==> src/sv/pdc_pkg.sv <==
`timescale 1ns / 1ps

package pdc_pkg;

    // Field and register widths
    localparam int DATA_W      = 16;
    localparam int CFG_IDX_W   = 3;
    localparam int BURST_W     = 17;
    localparam int PROD_W      = 32;   // unsigned gain times unsigned delay
    localparam int ERR_PROD_W  = 34;   // unsigned gain times signed delay error
    localparam int TERM_W      = 36;   // sum of the two gain terms
    localparam int SUM_W       = 41;   // probability plus sixteen times the terms

    // Reset values of the configuration registers
    localparam logic [DATA_W-1:0] TARGET_DELAY_RST    = 16'd15;
    localparam logic [DATA_W-1:0] UPDATE_PERIOD_RST   = 16'd30;
    localparam logic [DATA_W-1:0] ALPHA_GAIN_RST      = 16'd512;
    localparam logic [DATA_W-1:0] BETA_GAIN_RST       = 16'd5120;
    localparam logic [DATA_W-1:0] PROB_CEILING_RST    = 16'd6554;
    localparam logic [DATA_W-1:0] BURST_ALLOWANCE_RST = 16'd150;
    localparam logic [BURST_W-1:0] BURST_TIMER_RST    = 17'd150;

    typedef enum logic [CFG_IDX_W-1:0] {
        REG_TARGET_DELAY    = 3'd0,
        REG_UPDATE_PERIOD   = 3'd1,
        REG_ALPHA_GAIN      = 3'd2,
        REG_BETA_GAIN       = 3'd3,
        REG_PROB_CEILING    = 3'd4,
        REG_BURST_ALLOWANCE = 3'd5
    } cfg_idx_t;

    typedef enum logic [1:0] {
        VERDICT_ACCEPT = 2'd0,
        VERDICT_EARLY  = 2'd1,
        VERDICT_TAIL   = 2'd2,
        VERDICT_NONE   = 2'd3
    } verdict_t;

    typedef enum logic {
        OP_ARRIVAL   = 1'b0,
        OP_DEPARTURE = 1'b1
    } op_t;

    typedef struct packed {
        logic [DATA_W-1:0] target_delay;
        logic [DATA_W-1:0] update_period;
        logic [DATA_W-1:0] alpha_gain;
        logic [DATA_W-1:0] beta_gain;
        logic [DATA_W-1:0] prob_ceiling;
        logic [DATA_W-1:0] burst_allowance;
    } cfg_regs_t;

    typedef struct packed {
        logic              op;
        logic [DATA_W-1:0] queue_delay;
        logic [DATA_W-1:0] random_value;
        logic              queue_full;
    } in_item_t;

    typedef struct packed {
        logic [1:0]        verdict;
        logic [DATA_W-1:0] drop_probability;
    } out_item_t;

    // Classified item handed from the front end to the back end
    typedef struct packed {
        logic                         op;
        logic                         over_target;
        logic                         queue_full;
        logic [DATA_W-1:0]            queue_delay;
        logic [DATA_W-1:0]            random_value;
        logic signed [ERR_PROD_W-1:0] err_prod;
        logic [PROD_W-1:0]            beta_delay;
    } cls_item_t;

    // Head of a queue toward its consumer
    typedef struct packed {
        logic      valid;
        cls_item_t item;
    } cls_head_t;

endpackage

==> src/sv/pdc_config.sv <==
`timescale 1ns / 1ps

module pdc_config (
    input  logic                        clk,
    input  logic                        rst_n,
    input  logic                        cfg_wr_en,
    input  logic [pdc_pkg::CFG_IDX_W-1:0] cfg_addr,
    input  logic [pdc_pkg::DATA_W-1:0]  cfg_wdata,
    output pdc_pkg::cfg_regs_t          cfg
);
    import pdc_pkg::*;

    cfg_regs_t cfg_reg;
    cfg_regs_t cfg_next;

    // Decode the register write
    always_comb
    begin
        cfg_next = cfg_reg;
        if (cfg_wr_en)
        begin
            case (cfg_idx_t'(cfg_addr))
                REG_TARGET_DELAY:    cfg_next.target_delay    = cfg_wdata;
                REG_UPDATE_PERIOD:   cfg_next.update_period   = cfg_wdata;
                REG_ALPHA_GAIN:      cfg_next.alpha_gain      = cfg_wdata;
                REG_BETA_GAIN:       cfg_next.beta_gain       = cfg_wdata;
                REG_PROB_CEILING:    cfg_next.prob_ceiling    = cfg_wdata;
                REG_BURST_ALLOWANCE: cfg_next.burst_allowance = cfg_wdata;
                default:             cfg_next = cfg_reg;
            endcase
        end
    end

    always_ff @(posedge clk or negedge rst_n)
    begin
        if (!rst_n)
        begin
            cfg_reg.target_delay    <= TARGET_DELAY_RST;
            cfg_reg.update_period   <= UPDATE_PERIOD_RST;
            cfg_reg.alpha_gain      <= ALPHA_GAIN_RST;
            cfg_reg.beta_gain       <= BETA_GAIN_RST;
            cfg_reg.prob_ceiling    <= PROB_CEILING_RST;
            cfg_reg.burst_allowance <= BURST_ALLOWANCE_RST;
        end
        else
        begin
            cfg_reg <= cfg_next;
        end
    end

    assign cfg = cfg_reg;

endmodule

==> src/sv/pdc_front.sv <==
`timescale 1ns / 1ps

module pdc_front (
    input  pdc_pkg::in_item_t  item,
    input  pdc_pkg::cfg_regs_t cfg,
    output pdc_pkg::cls_item_t cls
);
    import pdc_pkg::*;

    logic signed [DATA_W:0]       delay_err;
    logic signed [ERR_PROD_W-1:0] err_prod;
    logic [PROD_W-1:0]            beta_delay;

    // Form the state-free gain products of the update
    always_comb
    begin
        delay_err  = $signed({1'b0, item.queue_delay}) - $signed({1'b0, cfg.target_delay});
        err_prod   = ERR_PROD_W'($signed({1'b0, cfg.alpha_gain})) * ERR_PROD_W'(delay_err);
        beta_delay = PROD_W'(cfg.beta_gain) * PROD_W'(item.queue_delay);
    end

    // Classify the transaction
    always_comb
    begin
        cls.op           = item.op;
        cls.over_target  = item.queue_delay > cfg.target_delay;
        cls.queue_full   = item.queue_full;
        cls.queue_delay  = item.queue_delay;
        cls.random_value = item.random_value;
        cls.err_prod     = err_prod;
        cls.beta_delay   = beta_delay;
    end

endmodule

==> src/sv/pdc_queue.sv <==
`timescale 1ns / 1ps

module pdc_queue (
    input  logic               clk,
    input  logic               rst_n,
    input  logic               push,
    input  pdc_pkg::cls_item_t push_item,
    output logic               full,
    input  logic               pop,
    output pdc_pkg::cls_head_t head
);
    import pdc_pkg::*;

    cls_item_t  entry_reg [2];
    logic       wr_ptr_reg;
    logic       wr_ptr_next;
    logic       rd_ptr_reg;
    logic       rd_ptr_next;
    logic [1:0] count_reg;
    logic [1:0] count_next;
    logic       do_push;
    logic       do_pop;

    assign full     = count_reg == 2'd2;
    assign do_push  = push && !full;
    assign do_pop   = pop && (count_reg != 2'd0);

    // Advance pointers and occupancy
    always_comb
    begin
        wr_ptr_next = do_push ? ~wr_ptr_reg : wr_ptr_reg;
        rd_ptr_next = do_pop  ? ~rd_ptr_reg : rd_ptr_reg;
        count_next  = count_reg;
        if (do_push && !do_pop)
        begin
            count_next = count_reg + 2'd1;
        end
        else if (do_pop && !do_push)
        begin
            count_next = count_reg - 2'd1;
        end
    end

    always_ff @(posedge clk or negedge rst_n)
    begin
        if (!rst_n)
        begin
            wr_ptr_reg <= 1'b0;
            rd_ptr_reg <= 1'b0;
            count_reg  <= 2'd0;
        end
        else
        begin
            wr_ptr_reg <= wr_ptr_next;
            rd_ptr_reg <= rd_ptr_next;
            count_reg  <= count_next;
        end
    end

    // Store the payload
    always_ff @(posedge clk)
    begin
        if (do_push)
        begin
            entry_reg[wr_ptr_reg] <= push_item;
        end
    end

    assign head.valid = count_reg != 2'd0;
    assign head.item  = entry_reg[rd_ptr_reg];

endmodule

==> src/sv/pdc_back.sv <==
`timescale 1ns / 1ps

module pdc_back (
    input  logic               clk,
    input  logic               rst_n,
    input  pdc_pkg::cfg_regs_t cfg,
    input  pdc_pkg::cls_head_t head,
    output logic               take,
    output logic               empty,
    input  logic               pop,
    output pdc_pkg::out_item_t result
);
    import pdc_pkg::*;

    // Controller state
    logic [DATA_W-1:0]  ticks_reg;
    logic [DATA_W-1:0]  ticks_next;
    logic [DATA_W-1:0]  prob_reg;
    logic [DATA_W-1:0]  prob_next;
    logic [DATA_W-1:0]  prev_delay_reg;
    logic [DATA_W-1:0]  prev_delay_next;
    logic [BURST_W-1:0] burst_reg;
    logic [BURST_W-1:0] burst_next;
    logic [PROD_W-1:0]  beta_prev_reg;
    logic [PROD_W-1:0]  beta_prev_next;

    // Result queue
    out_item_t  res_reg [2];
    logic       wr_ptr_reg;
    logic       rd_ptr_reg;
    logic [1:0] count_reg;
    logic [1:0] count_next;
    logic       do_pop;

    logic                     do_update;
    logic signed [TERM_W-1:0] term;
    logic signed [SUM_W-1:0]  sum;
    logic [DATA_W-1:0]        clamped;
    logic [DATA_W-1:0]        prob_new;
    logic [BURST_W-1:0]       burst_new;
    logic [1:0]               verdict;

    assign take   = head.valid && (count_reg != 2'd2);
    assign do_pop = pop && (count_reg != 2'd0);

    // Run the probability update and clamp
    always_comb
    begin
        do_update = ticks_reg >= cfg.update_period;
        term = TERM_W'(head.item.err_prod)
             + $signed({{(TERM_W-PROD_W){1'b0}}, head.item.beta_delay})
             - $signed({{(TERM_W-PROD_W){1'b0}}, beta_prev_reg});
        sum  = $signed({{(SUM_W-DATA_W){1'b0}}, prob_reg})
             + ($signed(SUM_W'(term)) <<< 4);
        if (sum < 0)
        begin
            clamped = '0;
        end
        else if (sum > $signed({{(SUM_W-DATA_W){1'b0}}, cfg.prob_ceiling}))
        begin
            clamped = cfg.prob_ceiling;
        end
        else
        begin
            clamped = sum[DATA_W-1:0];
        end
        prob_new = do_update ? clamped : prob_reg;
    end

    // Update the burst timer
    always_comb
    begin
        burst_new = burst_reg;
        if (do_update)
        begin
            if (head.item.over_target)
            begin
                burst_new = '0;
            end
            else if (burst_reg < {1'b0, cfg.burst_allowance})
            begin
                burst_new = burst_reg + {1'b0, cfg.update_period};
            end
        end
    end

    // Decide the verdict
    always_comb
    begin
        if (op_t'(head.item.op) == OP_DEPARTURE)
        begin
            verdict = VERDICT_NONE;
        end
        else if (burst_new < {1'b0, cfg.burst_allowance} && head.item.over_target
                 && head.item.random_value < prob_new)
        begin
            verdict = VERDICT_EARLY;
        end
        else if (head.item.queue_full)
        begin
            verdict = VERDICT_TAIL;
        end
        else
        begin
            verdict = VERDICT_ACCEPT;
        end
    end

    // Next controller state
    always_comb
    begin
        ticks_next      = ticks_reg;
        prob_next       = prob_reg;
        prev_delay_next = prev_delay_reg;
        burst_next      = burst_reg;
        beta_prev_next  = PROD_W'(cfg.beta_gain) * PROD_W'(prev_delay_reg);
        if (take)
        begin
            prob_next  = prob_new;
            burst_next = burst_new;
            if (do_update)
            begin
                ticks_next      = DATA_W'(1);
                prev_delay_next = head.item.queue_delay;
                beta_prev_next  = head.item.beta_delay;
            end
            else if (ticks_reg != '1)
            begin
                ticks_next = ticks_reg + DATA_W'(1);
            end
        end
    end

    always_ff @(posedge clk or negedge rst_n)
    begin
        if (!rst_n)
        begin
            ticks_reg      <= '0;
            prob_reg       <= '0;
            prev_delay_reg <= '0;
            burst_reg      <= BURST_TIMER_RST;
            beta_prev_reg  <= '0;
        end
        else
        begin
            ticks_reg      <= ticks_next;
            prob_reg       <= prob_next;
            prev_delay_reg <= prev_delay_next;
            burst_reg      <= burst_next;
            beta_prev_reg  <= beta_prev_next;
        end
    end

    // Hold results until popped
    always_comb
    begin
        count_next = count_reg;
        if (take && !do_pop)
        begin
            count_next = count_reg + 2'd1;
        end
        else if (do_pop && !take)
        begin
            count_next = count_reg - 2'd1;
        end
    end

    always_ff @(posedge clk or negedge rst_n)
    begin
        if (!rst_n)
        begin
            wr_ptr_reg <= 1'b0;
            rd_ptr_reg <= 1'b0;
            count_reg  <= 2'd0;
        end
        else
        begin
            if (take)
            begin
                wr_ptr_reg <= ~wr_ptr_reg;
            end
            if (do_pop)
            begin
                rd_ptr_reg <= ~rd_ptr_reg;
            end
            count_reg <= count_next;
        end
    end

    always_ff @(posedge clk)
    begin
        if (take)
        begin
            res_reg[wr_ptr_reg].verdict          <= verdict;
            res_reg[wr_ptr_reg].drop_probability <= prob_new;
        end
    end

    assign empty  = count_reg == 2'd0;
    assign result = res_reg[rd_ptr_reg];

endmodule

==> src/sv/pie_drop_controller.sv <==
`timescale 1ns / 1ps
// Path: an accepted transaction waits in the input queue; the back end takes it and stores
// its result (empty low). Gain products are formed before that queue, the update after it.
// Throughput: one transaction per cycle while neither queue is full.
// Reset: asynchronous, active low; registers return to their defaults, probability and
// delay history clear, the burst timer loads 150 and both queues empty.
module pie_drop_controller (
    input  logic                          clk,
    input  logic                          rst_n,
    input  logic                          push,
    output logic                          full,
    input  pdc_pkg::in_item_t             item,
    output logic                          empty,
    input  logic                          pop,
    output pdc_pkg::out_item_t            result,
    input  logic                          cfg_wr_en,
    input  logic [pdc_pkg::CFG_IDX_W-1:0] cfg_addr,
    input  logic [pdc_pkg::DATA_W-1:0]    cfg_wdata
);
    import pdc_pkg::*;

    cfg_regs_t cfg;
    cls_item_t cls;
    cls_head_t head;
    logic      take;

    pdc_config u_config (
        .clk       (clk),
        .rst_n     (rst_n),
        .cfg_wr_en (cfg_wr_en),
        .cfg_addr  (cfg_addr),
        .cfg_wdata (cfg_wdata),
        .cfg       (cfg)
    );

    pdc_front u_front (
        .item (item),
        .cfg  (cfg),
        .cls  (cls)
    );

    pdc_queue u_queue (
        .clk       (clk),
        .rst_n     (rst_n),
        .push      (push),
        .push_item (cls),
        .full      (full),
        .pop       (take),
        .head      (head)
    );

    pdc_back u_back (
        .clk    (clk),
        .rst_n  (rst_n),
        .cfg    (cfg),
        .head   (head),
        .take   (take),
        .empty  (empty),
        .pop    (pop),
        .result (result)
    );

endmodule

==> config.mk <==
export PLATFORM = sky130hd
export DESIGN_NAME = pie_drop_controller
export DESIGN_NICKNAME = d
export VERILOG_FILES = /design/src/sv/pdc_pkg.sv /design/src/sv/pdc_config.sv /design/src/sv/pdc_front.sv /design/src/sv/pdc_queue.sv /design/src/sv/pdc_back.sv /design/src/sv/pie_drop_controller.sv
export SDC_FILE = /design/constraint.sdc
export NUM_CORES = 2
export LEC_CHECK = 0
export BUFFER_PORTS_ARGS = -buffer_cell sky130_fd_sc_hd__clkbuf_2
export CORE_MARGIN = 2
export CORE_UTILIZATION = 40
export DETAILED_ROUTE_END_ITERATION = 10
export GPL_ROUTABILITY_DRIVEN = 0
export SLEW_MARGIN = 20
export SYNTH_ARGS = -nofsm -noshare
export SYNTH_HDL_FRONTEND = slang
export SYNTH_SLANG_ARGS = --single-unit
==> constraint.sdc <==
create_clock -name clk -period 10.02 [get_ports clk]
set_clock_uncertainty 0.05 [all_clocks]
set_input_delay 0.501 -clock clk [delete_from_list [all_inputs] [get_ports clk]]
set_output_delay 0.501 -clock clk [all_outputs]
set_load 0.1 [all_outputs]
==> flow_metrics.env <==
export IMPL_hpwl_mm=99.7
export IMPL_wl_per_cell_um=18.9
export IMPL_required_ps=10360
export IMPL_hold_class="in2reg"
export IMPL_drc=0
export IMPL_grt_pass1_vias=37300
export IMPL_cp_buffers_inverters=3
export IMPL_root_buffer="clkbuf_16"
export IMPL_dp_slack_ps=-95.9
export IMPL_period_minus_slack_ps=9490
export IMPL_seq_area_frac_synth=0.244
export IMPL_ys_ff_latch=439
export IMPL_vias=35800
export IMPL_setup_viol=0
export IMPL_htreeDepth=2
export IMPL_die_h_um=358
export IMPL_netlist_area_um2=50000
export IMPL_syn_inst=5130
export IMPL_rows=129
export IMPL_syn_to_final_growth_pct=8.55
export IMPL_crit_arrival_ps=9830
export IMPL_grt_max_degree=77
export IMPL_cts_buffers=50
export IMPL_largest_register_ff_count=202
export IMPL_fmax_ghz=0.105
export IMPL_syn_area_per_cell_um2=9.74
export IMPL_cap_violations=0
export IMPL_min_period_over_period=0.947
export IMPL_cts_tree="done"
export IMPL_synth_flop_cell="edfxtp_1"
export IMPL_clockBufferDepth=3
export IMPL_drive_gt1_frac=0.0867
export IMPL_synth_edff_count=238
export IMPL_ys_types=86
export IMPL_fin_ws_ps=527
export IMPL_firstDrtPassIters=8
export IMPL_grt_total_usage=0.207
export IMPL_clkTransAtPathRegs_ps=60
export IMPL_outcome="complete, no violations"
export IMPL_io_pins=78
export IMPL_ant_nets=0
export IMPL_portBuffers=77
export IMPL_cpMaxStageDelayCell="nor4_2"
export IMPL_finalMaxSlewViolations=0
export IMPL_async_flop_share=0.458
export IMPL_dieArea_um2=128000
export IMPL_die_x_um=358
export IMPL_tightest_slew_ps=1170
export IMPL_nets=6337
export IMPL_start_util=0.404
export IMPL_rsz0062_at_grt="no"
export IMPL_core_um2=124000
export IMPL_dr_first_iter_drc_count=2488
export IMPL_antenna_found_initial=2
export IMPL_avgViaCountPerCell=5.25
export IMPL_worst_setup_path_end_kind="register"
export IMPL_grt_pass1_wl_mm=208
export IMPL_worstPathMaxFanout=37
export IMPL_slew_headroom=0.216
export IMPL_drt_wl_total_mm=129
export IMPL_crit_type="reg2reg"
export IMPL_syn_nets=6315
export IMPL_globalRouteOverflowTotal=0
export IMPL_crit_path_start_kind="register"
export IMPL_critical_path_max_stage_delay_ps=720
export IMPL_cp_top_family="compound AO/OA/AOI/OAI gates"
export IMPL_final_hold_violation_count=0
export IMPL_clk_latency_ps=640
export IMPL_synth_warnings=0
export IMPL_cts_sinks=439
layout make-up:
type | count | area, um^2
clock buffer | 62 | 1350
sequential | 439 | 12200
inverter | 851 | 3190
clock inverter | 31 | 308
timing repair buffer | 188 | 1320
tap | 1637 | 2050
fill | 11800 | 69500
multi-input combinational | 3622 | 33800
antenna | 2 | 5.00
placed cells by master (no fill, tap or decap), drive strengths merged, types with 14 or more instances in the layout:
cell         instances
a211oi              21
a21boi              15
a21o                51
a21oi              156
a311oi              14
a31oi               19
and2               279
and3                23
buf                 94
clkbuf             138
clkinv              19
dfrtp              175
dfstp               26
dlygate4sd3         18
edfxtp             238
fa                 632
ha                 495
inv                853
mux2               109
mux2i              108
nand2              733
nand2b              26
nand3               59
nand4               26
nor2               135
nor2b               57
nor3                42
nor4                23
o211ai              30
o21a                43
o21ai              183
o21bai              19
o31ai               22
or2                 24
or3                 15
xnor2              103
xor2                53
synth_stat cells (135+ instances only):
cell type / n / share of area
inv_1: 850 / 0.064
nand2_1: 732 / 0.055
clkbuf_1: 191 / 0.014
nor2_1: 135 / 0.010
edfxtp_1: 238 / 0.14
and2_1: 279 / 0.035
ha_1: 495 / 0.12
fa_1: 632 / 0.25
a21oi_1: 152 / 0.015
o21ai_0: 175 / 0.018
dfrtp_1: 175 / 0.088
logic make-up after synthesis:
group,after synthesis,share of synthesized area
AND/OR/NAND/NOR,1475,0.141
adder cells (fa/ha/maj),1127,0.377
flip-flops,439,0.244
multiplexers,217,0.0463
AO/OA/AOI/OAI,647,0.0830
XOR/XNOR,156,0.0273
buffers and inverters,1069,0.0810
routing by layer:
layer,share of wire,routed length (um),vias up,track usage
met5,0,0,-,0
met4,0.041,5270,0,0.0774
met2,0.47,60200,838,0.341
met3,0.046,5930,196,0.0226
li1,-,-,16700,-
met1,0.45,57600,18100,0.283
worst paths after layout:
path	start	slack, ps	cells past startpoint	endpoint
max	u_queue.rd_ptr_reg	530	31	u_back.res_reg[1][17]
min	item[11]	20	1	u_queue.entry_reg[1][76]
max reg2reg	u_queue.rd_ptr_reg	530	31	u_back.res_reg[1][17]
min reg2reg	u_back.burst_reg[7]	440	2	u_back.burst_reg[7]
max in group asynchronous	rst_n	8230	3	u_back.prev_delay_reg[11]
min in group asynchronous	rst_n	370	2	u_queue.wr_ptr_reg
metrics by stage:
| step | area [um^2] | setup TNS, ps | utilization | hold slack, ps | cells |
|---|---|---|---|---|---|
| global route | 54300 | 0 | 0.438 | 7.22 | 6830 |
| finish | 54300 | 0 | 0.438 | 20.1 | 6832 |
| global placement | 52300 | 0 | 0.423 | 424 | 6714 |
| floorplan | 50000 | 0 | - | 155 | 5130 |
| CTS | 54100 | 0 | 0.437 | 1.03 | 6825 |
| detailed placement | 52300 | -192 | 0.423 | 433 | 6714 |
what timing repair did:
item | 4_1_cts | 5_1_grt
hold endpoints to repair | 102 | 0
endpoints found under the setup margin | 2 | 20
pin swaps | 0 | 1
gates resized for setup | 1 | 16
hold buffers | 18 | 0
buffers inserted | 0 | 3
Power is left out: the tool's default activity adds up to more than one toggle a clock period on the data nets, which glitch-free logic cannot reach.
